### src/rtl/core/ring_allocator_with_guard_headers_macros.svh
// Assertion helpers for the ring allocator.
`ifndef RING_ALLOCATOR_WITH_GUARD_HEADERS_MACROS_SVH
`define RING_ALLOCATOR_WITH_GUARD_HEADERS_MACROS_SVH

// Clocked check, disabled while reset is asserted (active low).
`define RAG_ASSERT(lbl, clk, rst_n, prop, msg) \
    lbl: assert property (@(posedge clk) disable iff (!(rst_n)) (prop)) else $error(msg);

// Clocked check that also holds through reset.
`define RAG_ASSERT_ALWAYS(lbl, clk, prop, msg) \
    lbl: assert property (@(posedge clk) (prop)) else $error(msg);

`endif

### src/rtl/core/rag_pkg.sv
`timescale 1ns / 1ps
`default_nettype none

package rag_pkg;

    // Field widths fixed by the interface
    localparam int ADDR_W        = 15;
    localparam int EXT_W         = 17;  // room for arena size plus block sums
    localparam int SEQ_W         = 32;
    localparam int GRANULE_BYTES = 16;
    localparam int GRAN_SHIFT    = 4;

    // Request codes
    localparam logic REQ_ALLOC = 1'b0;
    localparam logic REQ_CHECK = 1'b1;

    // Result status codes
    typedef enum logic [2:0] {
        ST_OK           = 3'd0,
        ST_HDR_RANGE    = 3'd1,
        ST_BAD_SYNC     = 3'd2,
        ST_PREV_RANGE   = 3'd3,
        ST_PREV_SYNC    = 3'd4,
        ST_SEQ_MISMATCH = 3'd5,
        ST_TOO_LARGE    = 3'd6
    } t_status;

    // Placement of one allocate request
    typedef struct packed {
        logic              too_large;
        logic [EXT_W-1:0]  at;     // header offset
        logic [ADDR_W-1:0] next;   // working pointer after the block
    } t_place;

    // Round up to a whole granule
    function automatic logic [EXT_W-1:0] round_granule(input logic [EXT_W-1:0] v);
        logic [EXT_W-1:0] mask;
        mask = ~EXT_W'(GRANULE_BYTES - 1);
        return (v + EXT_W'(GRANULE_BYTES - 1)) & mask;
    endfunction

    // Effective arena size from the heap_bytes register
    function automatic logic [EXT_W-1:0] arena_of(input logic [ADDR_W-1:0] hb,
                                                  input int unsigned cap);
        logic [EXT_W-1:0] s;
        s = round_granule(EXT_W'(hb));
        if (s == '0) s = EXT_W'(GRANULE_BYTES);
        if (32'(s) > cap) s = EXT_W'(cap);
        return s;
    endfunction

endpackage

`default_nettype wire

### src/rtl/core/rag_place.sv
`timescale 1ns / 1ps
`default_nettype none

module rag_place (
    input  wire logic [rag_pkg::ADDR_W-1:0] i_request_size,
    input  wire logic [rag_pkg::ADDR_W-1:0] i_working_offset,
    input  wire logic [rag_pkg::EXT_W-1:0]  i_arena,
    output rag_pkg::t_place                 o_place
);
    import rag_pkg::*;

    logic [EXT_W-1:0] total;
    logic [EXT_W-1:0] sum;

    // Block size with header, and where it would end at the working pointer
    assign total = round_granule(EXT_W'(i_request_size)) + EXT_W'(GRANULE_BYTES);
    assign sum   = EXT_W'(i_working_offset) + total;

    // Bump, or wrap to the arena start when the end is reached or passed
    always_comb begin
        o_place.too_large = (total > i_arena);
        if (sum >= i_arena) begin
            o_place.at   = '0;
            o_place.next = (total >= i_arena) ? '0 : ADDR_W'(total);
        end else begin
            o_place.at   = EXT_W'(i_working_offset);
            o_place.next = ADDR_W'(sum);
        end
    end

endmodule

`default_nettype wire

### config.mk
export PLATFORM = sky130hd
export DESIGN_NAME = rag_place
export DESIGN_NICKNAME = d
export VERILOG_FILES = /design/src/rtl/core/ring_allocator_with_guard_headers_macros.svh /design/src/rtl/core/rag_pkg.sv /design/src/rtl/core/rag_place.sv
export SDC_FILE = /design/constraint.sdc
export NUM_CORES = 1
export LEC_CHECK = 0
export BUFFER_PORTS_ARGS = -buffer_cell sky130_fd_sc_hd__buf_4
export CORE_MARGIN = 2
export CORE_UTILIZATION = 45
export DETAILED_ROUTE_END_ITERATION = 10
export PLACE_DENSITY_LB_ADDON = 0.25
export SLEW_MARGIN = 25
export SYNTH_ARGS = -nofsm -noshare
export SYNTH_HDL_FRONTEND = slang
export SYNTH_SLANG_ARGS = --single-unit
### constraint.sdc
create_clock -name vclk -period 12.5
set_input_delay 0.625 -clock vclk [all_inputs]
set_output_delay 0.625 -clock vclk [all_outputs]
set_load 0.1 [all_outputs]
==> results of run 1 <==
==> power groups by stage <==
stage	registers, W	logic (W)	clock network, W
after floorplan	0	0.000252	0
after global placement	0	0.000315	0
after detailed placement	0	0.000316	0
after CTS	0	0.000317	0
after global routing	0	0.000336	0
final	0	0.000317	0
==> area by class of cell <==
| type | count | area (um^2) |
|---|---|---|
| Multi-Input combinational cell | 202 | 1570 |
| Inverter | 33 | 124 |
| Tap cell | 48 | 60.1 |
| Fill cell | 370 | 1340 |
| Timing Repair Buffer | 79 | 593 |
==> worst max-delay path, cell delays in order <==
cell,delay (ns)
buf_4,0.11
or4_4,0.54
and2_2,0.22
xor2_1,0.14
ha_1,0.22
maj3_2,0.34
nand2_1,0.09
xor2_1,0.19
inv_1,0.09
ha_1,0.29
o21ai_0,0.17
a31oi_1,0.14
o31ai_1,0.42
a21oi_1,0.18
xor2_1,0.23
ha_1,0.29
a21o_1,0.19
a21o_1,0.17
a21oi_1,0.13
o21ai_0,0.23
nor2_1,0.70
buf_4,0.29
o2bb2ai_1,0.15
buf_4,0.33
==> path summary, 6_finish.rpt <==
check,startpoint,endpoint,slack (ns),depth (start not counted)
worst min-delay path,i_working_offset[0],o_place[15],1.71,4
worst max-delay path,i_request_size[3],o_place[10],5.41,24
==> synth_stat cells, types with 2 or more instances <==
cell / count
nand4_1: 5
nor4_1: 3
o21a_1: 2
a21oi_1: 19
a21o_1: 7
and2_1: 13
nand3_1: 2
nor3_1: 2
buf_4: 6
o2bb2ai_1: 9
clkbuf_1: 2
ha_1: 42
xor2_1: 4
and3_1: 2
xnor2_2: 3
nand2b_1: 2
nor2_1: 20
a211oi_1: 4
inv_1: 33
o21ai_0: 8
nand2_1: 16
xnor2_1: 12
and3b_4: 2
==> kinds of logic after synthesis <==
kind of cell | synth area share, %
and+or+nand+nor | 23.1
adders and majority gates | 31.9
xor gates and xnor gates | 10.8
other | 0.215
AOI/OAI and AO/OA | 23.6
buffers and inverters | 10.4
==> metal layers <==
metal / GRT usage [%] / up-vias
li1: - / 998
met1: 29.7 / 837
met2: 38.4 / 59
met3: 0.341 / 0
met4: 0 / 0
met5: 0 / -
==> stage by stage <==
step	instances	utilization (%)	total power (W)
after floorplan	244	-	0.000252
after global placement	362	63.7	0.000315
after detailed placement	362	63.7	0.000316
after CTS	362	63.7	0.000317
after global routing	362	63.7	0.000336
final	362	63.7	0.000317
==> flow_metrics.tcl, run 1 <==
set metrics [dict create \
    status "finished, final reports clean" \
    hold_buffers 0 \
    slew_viol_final 0 \
    grt_pass1_wl_um 7520 \
    fin_crit_ns 7.09 \
    setup_viol_count_final 0 \
    p_sw_w 0.000233 \
    fmax_mhz 141 \
    worst_pin_slew_ns 0.819 \
    track_usage_pct 21.2 \
    relSlewSlack_pct 45.2 \
    coreArea_mm2 0.00369 \
    setup_tns_ns 0 \
    synth.cell_area_mm2 0.00175 \
    routed-wl-met3_um 246 \
    fin_crit_sh_pct 56.7 \
    synthCells 242 \
    clockPowerShare_pct 0 \
    dr.pass1.iters 4 \
    grt_max_degree 13 \
    cts.repair.resized 0 \
    synth_cell_types 47 \
    timing.final.ws_setup_ns 5.41 \
    vias 1894 \
    ios 80 \
    peakVddDrop_mv 0.135 \
    top_layer "met3" \
    antenna_cells 0 \
    dieHeight_um 66.3 \
    antenna_found_initial 0 \
    maxCapViolations 0 \
    drt-total-wl_um 4620 \
    synth_top_cell_area_share_pct 30.1 \
    drive_gt1_share_pct 29.6 \
    drc 0 \
    cp-start-kind "input port" \
    first_global_vias 1735 \
    seq_cells 0 \
    nets 406 \
    internal_power_w 0.0000836 \
    drt-initial-drc-count 64 \
    io_buffers 78 \
    rsz0062_at_grt "no" \
    ys_top_cells_by_area "ha_1 (30%), inv_1 (7.1%), xnor2_1 (6.0%)" \
    postSynthAreaPerCell_um2 7.21 \
    seqCellArea_um2 0 \
    initial_utilization_pct 47.3 \
    cp-end-kind "output pin" \
    placed_cell_area_mm2 0.00235 \
    p_comb_share_pct 100.0 \
    post_cts_buffers 0 \
    wl_met2_um 2160 \
    p_sw_share_pct 73.6 \
    yosys.area.top_type "ha_1" \
    fin_area_mm2 0.00235 \
    grt.overflow.total 0 \
    powerDensity_mw_per_mm2 135 \
    pre_cts_ws_ns 5.46 \
    nClkBuffers 0 \
    place_congestion 0.892 \
    wl_per_cell_um 12.7 \
    min_path_type "in -> out" \
    wl_met1_um 2210 \
    crit_required_ns 11.88 \
    synth_seq_area_share_pct 0 \
    power_frac_seq_pct 0 \
    whs_ns 1.71 \
    die_area_mm2 0.00439 \
    row_count 22 \
    dp_hpwl_um 4190 \
    area_delta_synth_final_pct 34.6 \
    final_common_cell "buf_4" \
    finalHoldViolations 0 \
    postRouteAntennaNets 0 \
    yosysWarningCount 0 \
    routed_via_density 5.23 \
    fp.dieW_um 66.3 \
    power.leakage_nw 1.26 \
    cp.arrival_ns 6.47 \
    crit_type "in -> out" \
    path_max_fanout 12 \
    final_cell_mix "buf_4 (79), ha_1 (42), inv_1 (33), nor2_1 (20), a21oi_1 (19)" \
]
Note: power is estimated with default switching activity, not from simulation.
==> inputs of run 2 (changes only) <==
clock period = 7.25 ns   (was 12.5 ns; I/O delays follow)
==> run 2 against run 1 <==
  * Flip-flop and latch count unchanged
  * Largest cell class unchanged
  * Critical endpoint is now o_place[8]
  * Total power up 73%
  * Core utilization unchanged
  * Largest power group unchanged
==> flow_metrics.tcl, run 2 (synthesis results as in run 1) <==
set metrics [dict create \
    dr.pass1.iters 4 \
    min_path_cells 4 \
    p_sw_w 0.000403 \
    holdPathEnd "o_place[15]" \
    antenna_cells 0 \
    hold_start "i_working_offset[0]" \
    drive_gt1_share_pct 29.6 \
    track_usage_pct 21.3 \
    critPathMaxStageDelay_ns 0.54 \
    cp_cell_sequence "buf_4, or4_4, and2_2, xor2_1, ha_1, maj3_2, nand2_1, xor2_1, inv_1, ha_1, o21ai_0, a31oi_1, o31ai_1, a21oi_1, xor2_1, ha_1, a21o_1, a21o_1, a21oi_1, o21ai_0, nor2_1, buf_4, o2bb2ai_1, buf_4" \
    internal_power_w 0.000144 \
    cp-end-kind "output pin" \
    pre_cts_ws_ns 1.03 \
    path_max_fanout 18 \
    nets 406 \
    final_common_cell "buf_4" \
    min_path_type "in -> out" \
    p_sw_share_pct 73.6 \
    antenna_found_initial 0 \
    final_cell_mix "buf_4 (79), ha_1 (42), inv_1 (33), nor2_1 (20), a21oi_1 (19)" \
    drt-total-wl_um 4610 \
    row_count 22 \
    crit_required_ns 6.89 \
    multi_input_area_mm2 0.00157 \
    peakVddDrop_mv 0.198 \
    slew_viol_final 0 \
    place_congestion 0.878 \
    fp.dieW_um 66.3 \
    vias 1929 \
    cpLargestDelayFamily "compound AO/OA/AOI/OAI gates" \
    cp.arrival_ns 5.85 \
    seq_cells 0 \
    fin_crit_ns 6.21 \
    initial_utilization_pct 47.3 \
    wl_per_cell_um 12.7 \
    cts.repair.resized 0 \
    relSlewSlack_pct 56.1 \
    powerDensity_mw_per_mm2 233 \
    maxCapViolations 0 \
    routed_via_density 5.33 \
    grt_pass1_wl_um 7640 \
    power_frac_seq_pct 0 \
    die_area_mm2 0.00439 \
    io_buffers 78 \
    timing.final.ws_setup_ns 1.04 \
    fmax_mhz 161 \
    nClkBuffers 0 \
    dieHeight_um 66.3 \
    setup_tns_ns 0 \
    drc 0 \
    status "finished, final reports clean" \
    ios 80 \
    fin_crit_sh_pct 85.7 \
    nFillCells 357 \
    coreArea_mm2 0.00369 \
    finalHoldViolations 0 \
    hold_buffers 0 \
    power.leakage_nw 1.26 \
    p_comb_share_pct 100.0 \
    area_delta_synth_final_pct 34.6 \
    critPathBufInv 4 \
    worst_pin_slew_ns 0.655 \
    rsz0062_at_grt "no" \
    crit_type "in -> out" \
    postRouteAntennaNets 0 \
    grt.overflow.total 0 \
    slowest_stage "or4_4" \
    drt-initial-drc-count 48 \
    grt_max_degree 19 \
    clockPowerShare_pct 0 \
    cp-start-kind "input port" \
    first_global_vias 1797 \
    setup_viol_count_final 0 \
    seqCellArea_um2 0 \
    dp_hpwl_um 4160 \
    post_cts_buffers 0 \
]
## run 2: cell counts in the layout (fill, tap and decap cells not counted)
Identical to the previous run, type by type.
## run 2: routing by layer
| metal | wire (um) | vias up | global-route usage (%) |
|---|---|---|---|
| met5 | 0 | - | 0 |
| met4 | 29 | 0 | 1.02 |
| met3 | 219 | 4 | 1.02 |
| met2 | 2210 | 57 | 38.5 |
| met1 | 2150 | 880 | 28.9 |
| li1 | - | 988 | - |
## run 2: final cells by class
class / count / area share, %
inverter: 33 / 5.27
multi-input combinational: 202 / 66.9
tap: 48 / 2.56
timing repair buffer: 79 / 25.3
## run 2: power groups by stage
| stage | Sequential [W] | Clock (W) | Combinational (W) |
|---|---|---|---|
| after floorplan | 0 | 0 | 0.000435 |
| after global placement | 0 | 0 | 0.000543 |
| after detailed placement | 0 | 0 | 0.000546 |
| after CTS | 0 | 0 | 0.000548 |
| after global routing | 0 | 0 | 0.000579 |
| final | 0 | 0 | 0.000547 |
## run 2: metrics by stage
| step | cell area, um^2 | util (%) | total power (W) | std cells | hold slack [ns] |
|---|---|---|---|---|---|
| 2_1_floorplan | 1750 | - | 0.000435 | 244 | 1.13 |
| 3_3_place_gp | 2350 | 63.7 | 0.000543 | 362 | 1.18 |
| 3_5_place_dp | 2350 | 63.7 | 0.000546 | 362 | 1.18 |
| 4_1_cts | 2350 | 63.7 | 0.000548 | 362 | 1.18 |
| 5_1_grt | 2350 | 63.7 | 0.000579 | 362 | 1.19 |
| 6_report | 2350 | 63.7 | 0.000547 | 362 | 1.18 |
## run 2: worst max-delay path by stage
stage / startpoint / to / slack, ns / cells past startpoint
after CTS: i_request_size[3] / o_place[8] / 1.02 / 22
final: i_request_size[3] / o_place[8] / 1.04 / 24
after floorplan: i_request_size[3] / o_place[15] / 0.52 / 22
after detailed placement: i_request_size[3] / o_place[8] / 1.03 / 22
after global routing: i_request_size[3] / o_place[10] / 0.61 / 22
after global placement: i_request_size[3] / o_place[8] / 1.15 / 24
## run 2: tightest hold or removal path, cell delays in order
cell and delay (ns):
buf_4 0.11, inv_1 0.06, nor2_1 0.06, buf_4 0.23
==> inputs of run 3 (changes only) <==
clock period = 5.93 ns   (was 7.25 ns; I/O delays follow)
==> run 3 against run 2 <==
  * Flip-flop and latch count stayed put
  * Combinational power up 30%
  * Worst setup slack worse by 0.69 ns
  * Critical path depth decreased by 1
  * Cell area increased by 5.7%
  * Via count stayed put
  * Non-clock buffer count rose by 5
  * First-iteration DRC count rose by 40%
  * Final cell count up 1.4%
  * Sequential share of layout area did not move
  * Routed wire length up 6.6%
  * Core utilization rose by 3.6 points
==> flow_metrics.tcl, run 3 (synthesis results as in run 1) <==
set metrics [dict create \
    seq_cells 0 \
    grt_max_degree 11 \
    path_max_fanout 8 \
    routed_via_density 5.26 \
    postRouteAntennaNets 0 \
    crit_required_ns 5.63 \
    ios 80 \
    place_congestion 0.869 \
    antenna_cells 0 \
    peakVddDrop_mv 0.247 \
    io_buffers 78 \
    vias 1929 \
    nClkBuffers 0 \
    pre_cts_ws_ns 0.0256 \
    min_path_type "in -> out" \
    coreArea_mm2 0.00369 \
    final_cell_mix "buf_4 (70), ha_1 (42), inv_1 (33), a21oi_1 (18), nor2_1 (17)" \
    status "finished, final reports clean" \
    cp.arrival_ns 5.29 \
    drc 0 \
    maxCapViolations 0 \
    track_usage_pct 21.5 \
    initial_utilization_pct 47.3 \
    fmax_mhz 179 \
    dieHeight_um 66.3 \
    cp-end-kind "output pin" \
    power.leakage_nw 1.31 \
    fp.dieW_um 66.3 \
    powerDensity_mw_per_mm2 286 \
    grt_pass1_wl_um 7600 \
    drive_gt1_share_pct 33.9 \
    setup_viol_count_final 0 \
    dr.pass1.iters 4 \
    hold_buffers 0 \
    area_delta_synth_final_pct 42.2 \
    nets 411 \
    fin_crit_ns 5.59 \
    cp-start-kind "input port" \
    row_count 22 \
    slew_viol_final 0 \
    crit_type "in -> out" \
    drt-initial-drc-count 67 \
    timing.final.ws_setup_ns 0.341 \
    p_total_w 0.000710 \
    placedCellCount 366 \
    die_area_mm2 0.00439 \
    stdcell_count 367 \
    seqCellArea_um2 0 \
    final_common_cell "buf_4" \
    drt-total-wl_um 4920 \
    wl_per_cell_um 13.4 \
    grt.overflow.total 0 \
    setup_tns_ns 0 \
    whs_ns 1.02 \
    dp_hpwl_um 4360 \
    fin_crit_sh_pct 94.2 \
    first_global_vias 1777 \
    antenna_found_initial 0 \
    finalHoldViolations 0 \
]
## run 3: cell types whose count changed in the layout (fill, tap and decap cells not counted), moves of 2 or more
cell	change
o21ai_1	+2
buf_6	+14
nor2_1	-3
and2_2	+3
buf_4	-9
o21ai_0	-2
and2_1	-3
nor2_2	+3
## run 3: final cells by class
class,instances,area (um^2)
multi-input cells,202,1620
fillers,330,1210
well taps,48,60.1
inverters,33,124
repair buffers,84,683
## run 3: critical path: stages
cell       delay [ns]
buf_4            0.11
or4_4            0.54
and2_2           0.22
xor2_1           0.14
ha_1             0.22
maj3_2           0.34
nand2_1          0.09
xor2_1           0.18
inv_1            0.09
ha_1             0.24
or3_1            0.37
a211oi_2         0.20
o21ai_1          0.13
a31o_2           0.24
a21oi_1          0.17
xnor2_1          0.09
ha_1             0.30
nand4_1          0.16
o21ai_1          0.40
o21ai_1          0.11
buf_4            0.19
o2bb2ai_1        0.21
buf_6            0.26
## run 3: final timing paths
kind	from	end	slack, ns	cells past startpoint
max	i_request_size[3]	o_place[12]	0.34	23
min	i_working_offset[4]	o_place[19]	1.02	3
## run 3: power breakdown
| group | switching, W | internal (W) | leakage, nW |
|---|---|---|---|
| Combinational | 0.000507 | 0.000203 | 1.31 |
| Sequential | 0 | 0 | 0 |
| Clock | 0 | 0 | 0 |
## run 3: what timing repair did
| action | in CTS | in global routing |
|---|---|---|
| setup endpoints to repair | 0 | 30 |
| setup buffers | 0 | 1 |
| gates resized for setup | 0 | 21 |
| hold endpoints to repair | 0 | 0 |
## run 3: stage by stage
stage | utilization [%] | instance area, um^2
3_5_place_dp | 64.9 | 2390
6_report | 67.3 | 2480
4_1_cts | 64.9 | 2390
2_1_floorplan | - | 1770
5_1_grt | 67.3 | 2480
3_3_place_gp | 64.9 | 2390
## run 3: layer usage
metal  GRT usage [%]  up-vias  share of wire (%)
met2            41.0       62                 51
met1            28.3      868                 44
met3           0.511        0                5.1
li1                -      999                  -
met4               0        0                  0
met5               0        -                  0
